File: config.mk
export PLATFORM = sky130hd
export DESIGN_NAME = ths_cfg_regs_flat
export DESIGN_NICKNAME = d
export VERILOG_FILES = /design/src/design/ths_pkg.sv /design/src/design/ths_cfg_if.sv /design/src/design/ths_cfg_regs.sv /design/src/flat_wrapper.sv
export SDC_FILE = /design/constraint.sdc
export NUM_CORES = 1
export LEC_CHECK = 0
export BUFFER_PORTS_ARGS = -buffer_cell sky130_fd_sc_hd__buf_2
export CORE_MARGIN = 4
export CORE_UTILIZATION = 45
export CTS_CLUSTER_DIAMETER = 80
export DETAILED_ROUTE_END_ITERATION = 8
export PLACE_DENSITY = 0.8
export SLEW_MARGIN = 40
export SYNTH_ARGS = -nofsm -noshare
export SYNTH_HDL_FRONTEND = slang
export SYNTH_SLANG_ARGS = --single-unit
File: constraint.sdc
create_clock -name clk -period 1.2 [get_ports clk]
set_input_delay 0.06 -clock clk [delete_from_list [all_inputs] [get_ports clk]]
set_output_delay 0.06 -clock clk [all_outputs]
set_load 0.01 [all_outputs]
File: src/design/ths_pkg.sv
package ths_pkg;

    // angle resolution: a full turn is 2**ANGLE_BITS
    localparam int ANGLE_BITS = 16;

    // word field widths
    localparam int POS_W        = 31;
    localparam int OUT_W        = 16;
    localparam int MIN_STEP_W   = 20;
    localparam int ALPHA_W      = 17;
    localparam int ALPHA_SHIFT  = 16;
    localparam int CFG_IDX_W    = 8;
    localparam int CFG_DATA_W   = 32;

    // datapath widths
    localparam int DIFF_W       = POS_W + 1;
    localparam int MUL_W        = DIFF_W + 1;
    localparam int PROD_W       = 64;

    // cordic unit
    localparam int CW           = 48;
    localparam int NORM_TOP     = 40;
    localparam int COARSE_TOP   = 32;
    localparam int COARSE_SHIFT = NORM_TOP - COARSE_TOP;
    localparam int ROT_STEPS    = 32;
    localparam int STEP_W       = $clog2(ROT_STEPS);
    localparam int Z_W          = 32;
    localparam int Z_DROP       = Z_W - ANGLE_BITS;
    localparam int Z_RND        = (1 << Z_DROP) >> 1;

    // output rescale from ANGLE_BITS to a 16 bit angle
    localparam int OUT_SHR      = (ANGLE_BITS >= OUT_W) ? (ANGLE_BITS - OUT_W) : 0;
    localparam int OUT_SHL      = (ANGLE_BITS < OUT_W) ? (OUT_W - ANGLE_BITS) : 0;
    localparam int OUT_RND      = (1 << OUT_SHR) >> 1;
    localparam int OUT_TW       = ANGLE_BITS + OUT_W + 1;

    localparam logic [Z_W-1:0] Z_HALF = {1'b1, {(Z_W-1){1'b0}}};

    // register reset values
    localparam logic [MIN_STEP_W-1:0] MIN_STEP_RST = MIN_STEP_W'(600);
    localparam logic [ALPHA_W-1:0]    ALPHA_RST    = ALPHA_W'(39322);

    typedef logic [ANGLE_BITS-1:0] angle_t;

    typedef enum logic [CFG_IDX_W-1:0] {
        REG_MIN_STEP = CFG_IDX_W'(0),
        REG_ALPHA    = CFG_IDX_W'(1)
    } cfg_idx_t;

    typedef struct packed {
        logic [MIN_STEP_W-1:0] min_step_mm;
        logic [ALPHA_W-1:0]    smoothing_alpha;
    } cfg_t;

    typedef struct packed {
        logic busy;
        logic done;
    } cordic_stat_t;

    typedef enum logic [3:0] {
        S_IDLE,
        S_SQ_X,
        S_SQ_Y,
        S_SQ_L,
        S_CMP,
        S_ATAN,
        S_DIFF,
        S_APPLY,
        S_DONE
    } seq_state_t;

    typedef enum logic [1:0] {
        C_IDLE,
        C_NORM,
        C_ROT,
        C_DONE
    } cordic_state_t;

    // atan(2**-i) as a 32 bit binary angle
    localparam logic [Z_W-1:0] ARC_TABLE [ROT_STEPS] = '{
        32'h20000000, 32'h12E4051E, 32'h09FB385B, 32'h051111D4,
        32'h028B0D43, 32'h0145D7E1, 32'h00A2F61E, 32'h00517C55,
        32'h0028BE53, 32'h00145F2F, 32'h000A2F98, 32'h000517CC,
        32'h00028BE6, 32'h000145F3, 32'h0000A2FA, 32'h0000517D,
        32'h000028BE, 32'h0000145F, 32'h00000A30, 32'h00000518,
        32'h0000028C, 32'h00000146, 32'h000000A3, 32'h00000051,
        32'h00000029, 32'h00000014, 32'h0000000A, 32'h00000005,
        32'h00000003, 32'h00000001, 32'h00000001, 32'h00000000
    };

    // rescale an internal angle to the 16 bit output angle
    function automatic logic [OUT_W-1:0] to_out16(input angle_t h);
        logic [OUT_TW-1:0] t;
        t = OUT_TW'(h);
        if (ANGLE_BITS >= OUT_W)
        begin
            t = (t + OUT_TW'(OUT_RND)) >> OUT_SHR;
        end
        else
        begin
            t = t << OUT_SHL;
        end
        return t[OUT_W-1:0];
    endfunction

endpackage

File: src/design/ths_cfg_if.sv
interface ths_cfg_if import ths_pkg::*; ();
    logic                  valid;
    logic                  ready;
    logic [CFG_IDX_W-1:0]  idx;
    logic [CFG_DATA_W-1:0] data;

    modport source (output valid, output idx, output data, input ready);
    modport sink (input valid, input idx, input data, output ready);
endinterface

File: src/design/ths_cfg_regs.sv
module ths_cfg_regs import ths_pkg::*; (
    input  logic      clk,
    input  logic      rst_n,
    ths_cfg_if.sink   cfg,
    output cfg_t      regs
);

    cfg_t regs_reg;
    cfg_t regs_next;

    // always able to take a write
    assign cfg.ready = 1'b1;

    // register decode, unknown index leaves everything as is
    always_comb
    begin
        regs_next = regs_reg;
        if (cfg.valid && cfg.ready)
        begin
            unique case (cfg.idx)
                REG_MIN_STEP: regs_next.min_step_mm     = cfg.data[MIN_STEP_W-1:0];
                REG_ALPHA:    regs_next.smoothing_alpha = cfg.data[ALPHA_W-1:0];
                default:      regs_next = regs_reg;
            endcase
        end
    end

    always_ff @(posedge clk or negedge rst_n)
    begin
        if (!rst_n)
        begin
            regs_reg.min_step_mm     <= MIN_STEP_RST;
            regs_reg.smoothing_alpha <= ALPHA_RST;
        end
        else
        begin
            regs_reg <= regs_next;
        end
    end

    assign regs = regs_reg;

endmodule

File: src/flat_wrapper.sv
// flat-port wrapper written by rule: the top's interface ports become plain ports
module ths_cfg_regs_flat import ths_pkg::*;
  (clk, rst_n, regs, cfg_valid, cfg_idx, cfg_data, cfg_ready);
  ths_cfg_if cfg_i ();
  input  logic clk;
  input  logic rst_n;
  output cfg_t regs;
  input wire logic [$bits(cfg_i.valid)-1:0] cfg_valid;
  input wire logic [$bits(cfg_i.idx)-1:0] cfg_idx;
  input wire logic [$bits(cfg_i.data)-1:0] cfg_data;
  output wire logic [$bits(cfg_i.ready)-1:0] cfg_ready;
  assign cfg_i.valid = cfg_valid;
  assign cfg_i.idx = cfg_idx;
  assign cfg_i.data = cfg_data;
  assign cfg_ready = cfg_i.ready;
  ths_cfg_regs u_core (.clk(clk), .rst_n(rst_n), .cfg(cfg_i), .regs(regs));
endmodule
### Yosys cells after proc, flatten, opt, wreduce, memory -nomap -nowiden

Index checks and enable logic that the tools add are counted.

| storage, ports and cells | value |
|---|---|
| output and inout port bits | 38 |
| logic and storage cells | 6 |
| input bits | 43 |
| flip-flop bits (word level) | 37 |

| cells by class | value |
|---|---|
| reductions and logical operators | 3 |
| equal/unequal tests | 1 |

Operator list:

| cell | count |
|---|---|
| == test 8 x 1 -> 1 bit (second input constant) | 1 |
| logical NOT 8 bit | 1 |
| AND reduction 2 bit | 2 |

### Depth between registers and ports, before layout

Gate-level depths: netlist of run 1.

| depth | value |
|---|---|
| depth after elaboration | 2 |
| mapped depth | 4 |
| depth with buffers taken out | 3 |

### Worst setup path before layout of run 1

OpenSTA, ideal clock, no wires.

| timing | value |
|---|---|
| path type | input -> register |
| start | input cfg_idx[1] |
| end | register u_core.regs_reg, in the netlist u_core.regs[17] |
| slack | -0.021 ns |
| stages | 4 |
| library setup time | 0.125 ns |
| data arrival time | 1.096 ns |
| buffers on the path | 1 |
| data required time | 1.075 ns |
| cell sequence | nor4b_4 > and3b_2 > clkbuf_8 > mux2_2 |

| between the ends | value |
|---|---|
| cells in the longest elaborated chain, start to end | 2 |

RTL lines:

| element | line | RTL |
|---|---|---|
| start: declaration | flat_wrapper.sv:9 | `input wire logic [$bits(cfg_i.idx)-1:0] cfg_idx;` |
| logical NOT 8 bit | ths_cfg_regs.sv:20 | `unique case (cfg.idx)` |
| AND reduction 2 bit (no source line) | n/a |  |
| end signal: assignment | ths_cfg_regs.sv:37 | `regs_reg <= regs_next;` |
| end: declaration | ths_cfg_regs.sv:8 | `cfg_t regs_reg;` |

No other way between the ends.
A chain may end at the register's enable or synchronous reset.

### Worst setup path in the final report of run 1

| timing | value |
|---|---|
| start | register u_core.regs_reg, in the netlist u_core.regs[8] |
| end | output regs[8] in the netlist's numbering |

RTL lines:

| element | line | RTL |
|---|---|---|
| end: declaration | flat_wrapper.sv:7 | `output cfg_t regs;` |

No word-level cell between the ends.

==> impl_metrics.toml, run 1 <==
[synthesis]
syn_nets = 126
synth-seq-area-share_pct = 62.0
ys_types = 12
ys.warnings.count = 0
synthTopCellsByArea = "dfrtp_1, dfstp_2, mux2_2"
syn_area_um2 = 1520
synth_top_area_cell = "dfrtp_1"
synth_area_per_cell_um2 = 18.3
synth_seq_cells = 37
synth_top_area_share_pct = 41.2
synth_cells = 83

[global_route]
grt_pass1_wl_mm = 5.32
antenna_found_initial = 0
grt-ovfl-total = 0
grt_max_degree = 21
grt_pass1_vias = 1172
track_usage_pct = 16.5

[worst_setup_path]
crit_chain = "buf_2"
cp.required_ns = 1.14
endpoint_kind = "output port"
crit_family = "flip-flops"
critical_path_arrival_ns = 1.02
crit_type = "reg -> out"
crit_buf_inv = 1
startpoint_type = "flop"
crit_path_max_fanout = 2
cpPeakStageDelay_ns = 0.55
crit_slowest_cell = "dfstp_2"

[final_layout]
drive_above_1_share_pct = 74.0
nets = 223
area_growth_pct = 47.8
largest_reg_flops = 37
antenna_cells = 0

[sta]
skew_ns = 0
rsz0062_at_grt = "no"
setup_viol = 0
drv_slew = 0
layout_min_cycle_time_ns = 1.08
clock.fmax_mhz = 930
hold_viol = 0
period_share_pct = 89.6
tns_ns = 0

[route]
vias = 1057
drc_errors = 0
ant_nets = 0
drtIter0Drc = 20
firstDrtPassIters = 3
viasPerCell = 4.70
route.detailed.wl_per_inst_um = 14.2
drt_wl_total_mm = 3.19

[die]
core_area_um2 = 3130
die_area_um2 = 4370
start_util_pct = 48.5
die_h_um = 66.1
rows = 20
die_x_um = 66.1
io_pins = 81

[clock_network]
postCtsSetupBuffers = 0
clock-root-buffer = "clkbuf_4"
clk_latency_ns = 0.34
cts_max_path_buffers = 2
htree_levels = 2
cts_tree = "done"
cts.sinks = 37
clk_pin_slew_ns = 0.12
cts_made_buffers = 5

[hold_path]
holdCritPathClass = "in -> async"

[placement]
hpwl_mm = 2.27
gp_routability_congestion = 0.680
io_buffers = 67

[power]
worst_ir_drop_vdd_mv = 0.846
pwr_density_cell_nw_per_um2 = 1150
p_total_mw = 2.58
p_leak_nw = 1.23

[job]
cap_viol_max_count = 0

[run_status]
outcome = "finished, final reports clean"
[power breakdown]
part           total (mW)  switching [mW]  leakage, nW  internal (mW)
combinational       0.318           0.133        0.713          0.185
clock               0.909           0.414       0.0445          0.495
sequential           1.35          0.0306        0.469           1.32
[worst paths after layout]
path,slack (ns),endpoint,startpoint,depth (start not counted)
max in group asynchronous,0.49,u_core.regs[1],rst_n,3
min in group clk,0.24,u_core.regs[0],cfg_idx[0],4
setup reg to reg,0.43,u_core.regs[30],u_core.regs[30],1
hold reg to reg,0.52,u_core.regs[28],u_core.regs[28],1
hold / removal,0.18,u_core.regs[25],rst_n,2
setup / recovery,0.12,regs[8],u_core.regs[8],1
[synthesized netlist by cell type, drive strengths merged]
| cell type | number |
|---|---|
| conb | 1 |
| nor4 | 1 |
| mux2 | 37 |
| and3b | 1 |
| clkbuf | 2 |
| nor4b | 1 |
| buf | 2 |
| dfrtp | 25 |
| nand3 | 1 |
| dfstp | 12 |
[logic make-up after synthesis]
logic type | share of synthesized area (%)
and+or+nand+nor | 4.78
muxes | 29.9
DFF | 62.0
other | 0.247
buffers and inverters | 3.05
[layout make-up]
cell class                      instances  area, um2
Timing Repair Buffer                   94        628
Sequential cell                        37        941
Tap cell                               44       55.1
Fill cell                             219        885
Multi-Input combinational cell         42        531
Clock inverter                          2       37.5
Clock buffer                            6       51.3
[metal layers]
metal | GRT usage, % | vias to the layer above | wire length (um)
met4 | 6.85 | 0 | 51
li1 | - | 488 | -
met5 | 0 | - | 0
met3 | 4.59 | 5 | 260
met1 | 18.9 | 515 | 1300
met2 | 28.7 | 49 | 1580
[placed cells by master (no fill, tap or decap)]
cell            n
and3b_2         1
nand3_4         1
clkbuf_8        1
dfstp_2        12
mux2_2         27
dfrtp_1        25
buf_12          3
buf_4           3
conb_1          1
clkinvlp_4      1
clkbuf_4        5
nor4b_4         1
dlygate4sd3_1  21
mux2_4         10
nor4_4          1
buf_2          67
bufinv_16       1
[repair_timing]
item	CTS	global route
endpoints found under the hold margin	71	0
resized for setup	0	0
hold buffers	21	0
[per-stage QoR]
stage	hold slack (ns)	instances	setup WS (ns)	instance area, um2	utilization, %
after CTS	0.168	225	0.104	2240	71.7
after global routing	0.185	225	0.0620	2240	71.7
after global placement	0.0114	196	-0.110	1940	62.2
after detailed placement	0.0234	196	-0.165	1940	62.2
after floorplan	-0.236	83	-0.0209	1520	-
final	0.177	225	0.125	2240	71.7
Note: power is estimated with default switching activity, not from simulation.
==> run 2, diff against run 1 <==
--- a/config.mk
+++ b/config.mk
@@ -7,10 +7,10 @@
 export LEC_CHECK = 0
 export BUFFER_PORTS_ARGS = -buffer_cell sky130_fd_sc_hd__buf_2
 export CORE_MARGIN = 4
-export CORE_UTILIZATION = 45
+export CORE_UTILIZATION = 47
 export CTS_CLUSTER_DIAMETER = 80
 export DETAILED_ROUTE_END_ITERATION = 8
-export PLACE_DENSITY = 0.8
+export PLACE_DENSITY = 0.86
 export SLEW_MARGIN = 40
 export SYNTH_ARGS = -nofsm -noshare
 export SYNTH_HDL_FRONTEND = slang
==> run 2 against run 1 <==
  * Critical endpoint is now regs[26]
  * Largest power group unchanged
  * Register-to-register slack got worse by 0.02 ns
  * Fmax decreased by 1.1%
  * Via count down 0.28%
  * Core utilization grew 1.4 points
  * Wire length grew 8.9%
  * Global-route usage increased by 2.1 points
==> impl_metrics.toml, run 2 (synthesis gave the netlist of run 1 again) <==
[run_status]
outcome = "finished, final reports clean"

[power]
worst_ir_drop_vdd_mv = 0.991
switching_share_pct = 21.2
power_frac_seq_pct = 49.5
p_leak_nw = 1.23
pwr-share-clk_pct = 38.7
p_sw_mw = 0.580
pwr_density_cell_nw_per_um2 = 1210
p_int_mw = 2.15
comb_power_share_pct = 11.8

[worst_setup_path]
crit_type = "reg -> out"
r2r-start = "u_core.regs[30]"
critical_path_arrival_ns = 1.03
r2r_end = "u_core.regs[30]"
worst-r2r-cell-count = 1
crit_chain = "buf_2"
cpPeakStageDelay_ns = 0.56
crit_family = "flip-flops"
endpoint_kind = "output port"
cp.required_ns = 1.14
rrSetupSlack_ns = 0.41
crit_path_max_fanout = 2
crit_buf_inv = 1
startpoint_type = "flop"
crit_slowest_cell = "dfstp_2"

[die]
start_util_pct = 49.3
die_h_um = 64.8
die_area_um2 = 4200
die_x_um = 64.8
io_pins = 81
core_area_um2 = 3080
rows = 20

[sta]
fin_ws_ns = 0.113
layout_min_cycle_time_ns = 1.09
clock.fmax_mhz = 920
rsz0062_at_grt = "no"
period_share_pct = 90.6
setup_viol = 0
drv_slew = 0
hold-worst-slack_ns = 0.201
hold_viol = 0
skew_ns = 0

[clock_network]
postCtsSetupBuffers = 0
cts.sinks = 37
cts_resized = 0
clock-root-buffer = "clkbuf_4"
cts_tree = "done"
cts.hold.buffers_added = 21
clk_pin_slew_ns = 0.12
cts_max_path_buffers = 2
cts_made_buffers = 5
htree_levels = 2
clk_latency_ns = 0.34

[final_layout]
instances_no_fill = 224
fin_area_um2 = 2250
nets = 222
largest_reg_flops = 37
mostFrequentLayoutCell = "buf_2"
area_growth_pct = 48.2
antenna_cells = 0
drive_above_1_share_pct = 73.9
finish.utilization_pct = 73.1
final_cell_mix = "buf_2, mux2_2, dfrtp_1, dlygate4sd3_1, dfstp_2"

[global_route]
met2_usage_pct = 34.7
grt_max_degree = 21
track_usage_pct = 18.6
grt-ovfl-total = 0
antenna_found_initial = 0
grt_pass1_wl_mm = 5.88
grt_pass1_vias = 1193
met3_usage_pct = 7.45
grt_util_met1_pct = 19.6
grt_busiest_layer = "met2"

[placement]
place_area_um2 = 1940
dp_cells = 195
pre_cts_slack_ns = -0.149
io_buffers = 67
hpwl_mm = 2.39
gp_routability_congestion = 0.672

[route]
viasPerCell = 4.71
drt_wl_total_mm = 3.47
drtIter0Drc = 28
firstDrtPassIters = 3
vias = 1054
ant_nets = 0
route.detailed.wl_per_inst_um = 15.5
drc_errors = 0

[job]
cap_viol_max_count = 0

[hold_path]
holdCritPathClass = "in -> async"
==> run 2: changes by cell type in the layout (fill, tap and decap cells not counted) <==
cell and delta:
buf_4 -1, bufinv_16 +1, clkbuf_8 -1, clkinv_2 +1
clkinvlp_4 -1
==> run 2: final cells by class <==
| class | instances | area [um2] |
|---|---|---|
| clock buffer | 5 | 37.5 |
| fill | 224 | 828 |
| tap | 44 | 55.1 |
| clock inverter | 3 | 65.1 |
| sequential | 37 | 941 |
| timing repair buffer | 93 | 621 |
| multi-input combinational | 42 | 531 |
==> run 2: metrics by stage <==
stage | power [mW] | TNS [ns]
2_1_floorplan | 1.48 | -0.334
3_3_place_gp | 1.63 | -2.27
3_5_place_dp | 1.65 | -3.47
4_1_cts | 2.76 | 0
5_1_grt | 2.88 | 0
6_report | 2.73 | 0
==> run 2: metal layers <==
layer | wire (um) | part of all wire [%]
met5 | 0 | 0
met3 | 290 | 8.4
met2 | 1920 | 55
met4 | 21 | 0.61
met1 | 1240 | 36
==> run 2: how the worst max path moves through the flow <==
stage / start / end / slack, ns / depth (start not counted)
after floorplan: cfg_idx[1] / u_core.regs[17] / -0.02 / 4
after global placement: cfg_idx[1] / u_core.regs[30] / -0.10 / 5
after detailed placement: cfg_idx[1] / u_core.regs[19] / -0.15 / 5
after CTS: u_core.regs[26] / regs[26] / 0.1 / 1
after global routing: u_core.regs[26] / regs[26] / 0.06 / 1
final: u_core.regs[26] / regs[26] / 0.11 / 1
==> run 2: power groups by stage <==
stage,combinational (mW),sequential [mW],clock (mW)
2_1_floorplan,0.0746,1.40,0
3_3_place_gp,0.260,1.37,0
3_5_place_dp,0.273,1.37,0
4_1_cts,0.326,1.35,1.08
5_1_grt,0.353,1.36,1.16
6_report,0.323,1.35,1.06
==> run 3, diff against run 2 <==
--- a/config.mk
+++ b/config.mk
@@ -5,12 +5,13 @@
 export SDC_FILE = /design/constraint.sdc
 export NUM_CORES = 1
 export LEC_CHECK = 0
+export ABC_CLOCK_PERIOD_IN_PS = 1100
 export BUFFER_PORTS_ARGS = -buffer_cell sky130_fd_sc_hd__buf_2
 export CORE_MARGIN = 4
-export CORE_UTILIZATION = 47
+export CORE_UTILIZATION = 44
 export CTS_CLUSTER_DIAMETER = 80
 export DETAILED_ROUTE_END_ITERATION = 8
-export PLACE_DENSITY = 0.86
+export PLACE_DENSITY = 0.82
 export SLEW_MARGIN = 40
 export SYNTH_ARGS = -nofsm -noshare
 export SYNTH_HDL_FRONTEND = slang
==> constraint.sdc (replaced) <==
create_clock -name clk -period 1.1 [get_ports clk]
set_input_delay 0.055 -clock clk [delete_from_list [all_inputs] [get_ports clk]]
set_output_delay 0.055 -clock clk [all_outputs]
set_load 0.01 [all_outputs]
==> run 3 against run 2 <==
  * Sequential cell count unchanged
  * Wire length is 5.9% higher
  * Setup slack worse by 0.080 ns
  * Sequential power is 9.6% higher
  * Clock power grew 8%
  * Power grew 11%
  * Die area is 6.0% higher
==> impl_metrics.toml, run 3 (synthesis gave the netlist of run 1 again) <==
[run_status]
outcome = "finished, final reports clean"

[clock_network]
cts.sinks = 37
cts_tree = "done"
cts_max_path_buffers = 2
clock-root-buffer = "clkbuf_4"
htree_levels = 2
clk_pin_slew_ns = 0.12
clk_latency_ns = 0.32
cts_made_buffers = 5

[placement]
io_buffers = 67
hpwl_mm = 2.37
place_area_um2 = 2010
gp_routability_congestion = 0.658

[worst_setup_path]
crit_buf_inv = 1
crit_family = "flip-flops"
cp.required_ns = 1.04
cpPeakStageDelay_ns = 0.57
crit_slowest_cell = "dfstp_2"
crit_type = "reg -> out"
crit_path_max_fanout = 2
crit_chain = "buf_6"
critical_path_arrival_ns = 1.01
endpoint_kind = "output port"
startpoint_type = "flop"

[final_layout]
drive_above_1_share_pct = 74.0
final_cell_mix = "buf_2, mux2_4, dfrtp_1, dlygate4sd3_1, dfstp_2"
mostFrequentLayoutCell = "buf_2"
multi_input_area_um2 = 598
nets = 223
antenna_cells = 0
ff_latch_area_um2 = 941
fin_area_um2 = 2380
fillers = 232
area_growth_pct = 57.0
largest_reg_flops = 37

[global_route]
grt_max_degree = 21
grt_pass1_wl_mm = 5.71
grt-ovfl-total = 0
grt_pass1_vias = 1220
track_usage_pct = 17.4
antenna_found_initial = 0

[hold_path]
holdCritPathClass = "in -> async"

[power]
p_leak_nw = 1.27
pwr_density_cell_nw_per_um2 = 1270
worst_ir_drop_vdd_mv = 0.748

[sta]
hold_viol = 0
rsz0062_at_grt = "yes"
hold-worst-slack_ns = 0.211
period_share_pct = 97.1
layout_min_cycle_time_ns = 1.07
drv_slew = 0
setup_viol = 0
clock.fmax_mhz = 937
skew_ns = 0

[route]
vias = 1056
viasPerCell = 4.65
route.detailed.wl_per_inst_um = 16.2
drtIter0Drc = 40
drc_errors = 0
ant_nets = 0
firstDrtPassIters = 2
drt_wl_total_mm = 3.68

[die]
die_h_um = 66.7
rows = 21
io_pins = 81
core_area_um2 = 3340
die_area_um2 = 4450
start_util_pct = 45.5
die_x_um = 66.7

[job]
cap_viol_max_count = 0
run 3: changes by cell type in the layout (fill, tap and decap cells not counted), sizes merged:
cell and delta:
buf +1
run 3: timing repair:
action	CTS	global route
hold buffers	21	0
hold endpoints to repair	71	0
pin swaps	0	0
gates resized for setup	0	9
setup endpoints to repair	1	9
buffers inserted	1	0
run 3: metal layers:
| metal | global-route usage [%] | routed length, um | vias to the layer above |
|---|---|---|---|
| li1 | - | - | 485 |
| met1 | 20.1 | 1410 | 519 |
| met2 | 30.0 | 1940 | 47 |
| met3 | 5.23 | 289 | 5 |
| met4 | 6.85 | 42 | 0 |
| met5 | 0 | 0 | - |
run 3: metrics by stage:
| step | setup TNS, ns | utilization [%] | instances | setup WS (ns) | total power [mW] |
|---|---|---|---|---|---|
| after global routing | -0.0260 | 71.4 | 227 | -0.0141 | 3.15 |
| after detailed placement | -7.15 | 60.1 | 197 | -0.242 | 1.82 |
| after floorplan | -2.32 | - | 83 | -0.115 | 1.63 |
| after CTS | 0 | 69.7 | 227 | 0.00371 | 3.03 |
| after global placement | -5.90 | 60.1 | 197 | -0.204 | 1.80 |
| final | 0 | 71.4 | 227 | 0.0324 | 3.03 |
run 3: worst reg2reg max path: cells and delay by family, from the launching register on:
family | cells | cell delay (ns)
buffers and inverters | 1 | 0.10
flip-flops | 1 | 0.56
multiplexers | 1 | 0.12
run 3: path summary, 6_finish.rpt:
check	from	end	slack, ns	cells past startpoint
setup reg to reg	u_core.regs[11]	u_core.regs[11]	0.27	2
hold / removal	rst_n	u_core.regs[6]	0.21	2
min in group clk	cfg_idx[0]	u_core.regs[16]	0.27	4
setup / recovery	u_core.regs[4]	regs[4]	0.03	1
max in group asynchronous	rst_n	u_core.regs[15]	0.35	3
hold reg to reg	u_core.regs[18]	u_core.regs[18]	0.52	1
run 3: where the power goes:
group	internal (mW)	total [mW]	leakage [nW]	switching [mW]
Sequential	1.44	1.48	0.469	0.0400
Clock	0.704	1.15	0.0552	0.446
Combinational	0.240	0.395	0.742	0.155
run 3: area by class of cell:
cell class	count	area share, %
flip-flops and latches	37	39.5
well taps	46	2.41
clock inverters	3	2.73
clock buffers	5	1.57
repair buffers	94	28.7
multi-input cells	42	25.1
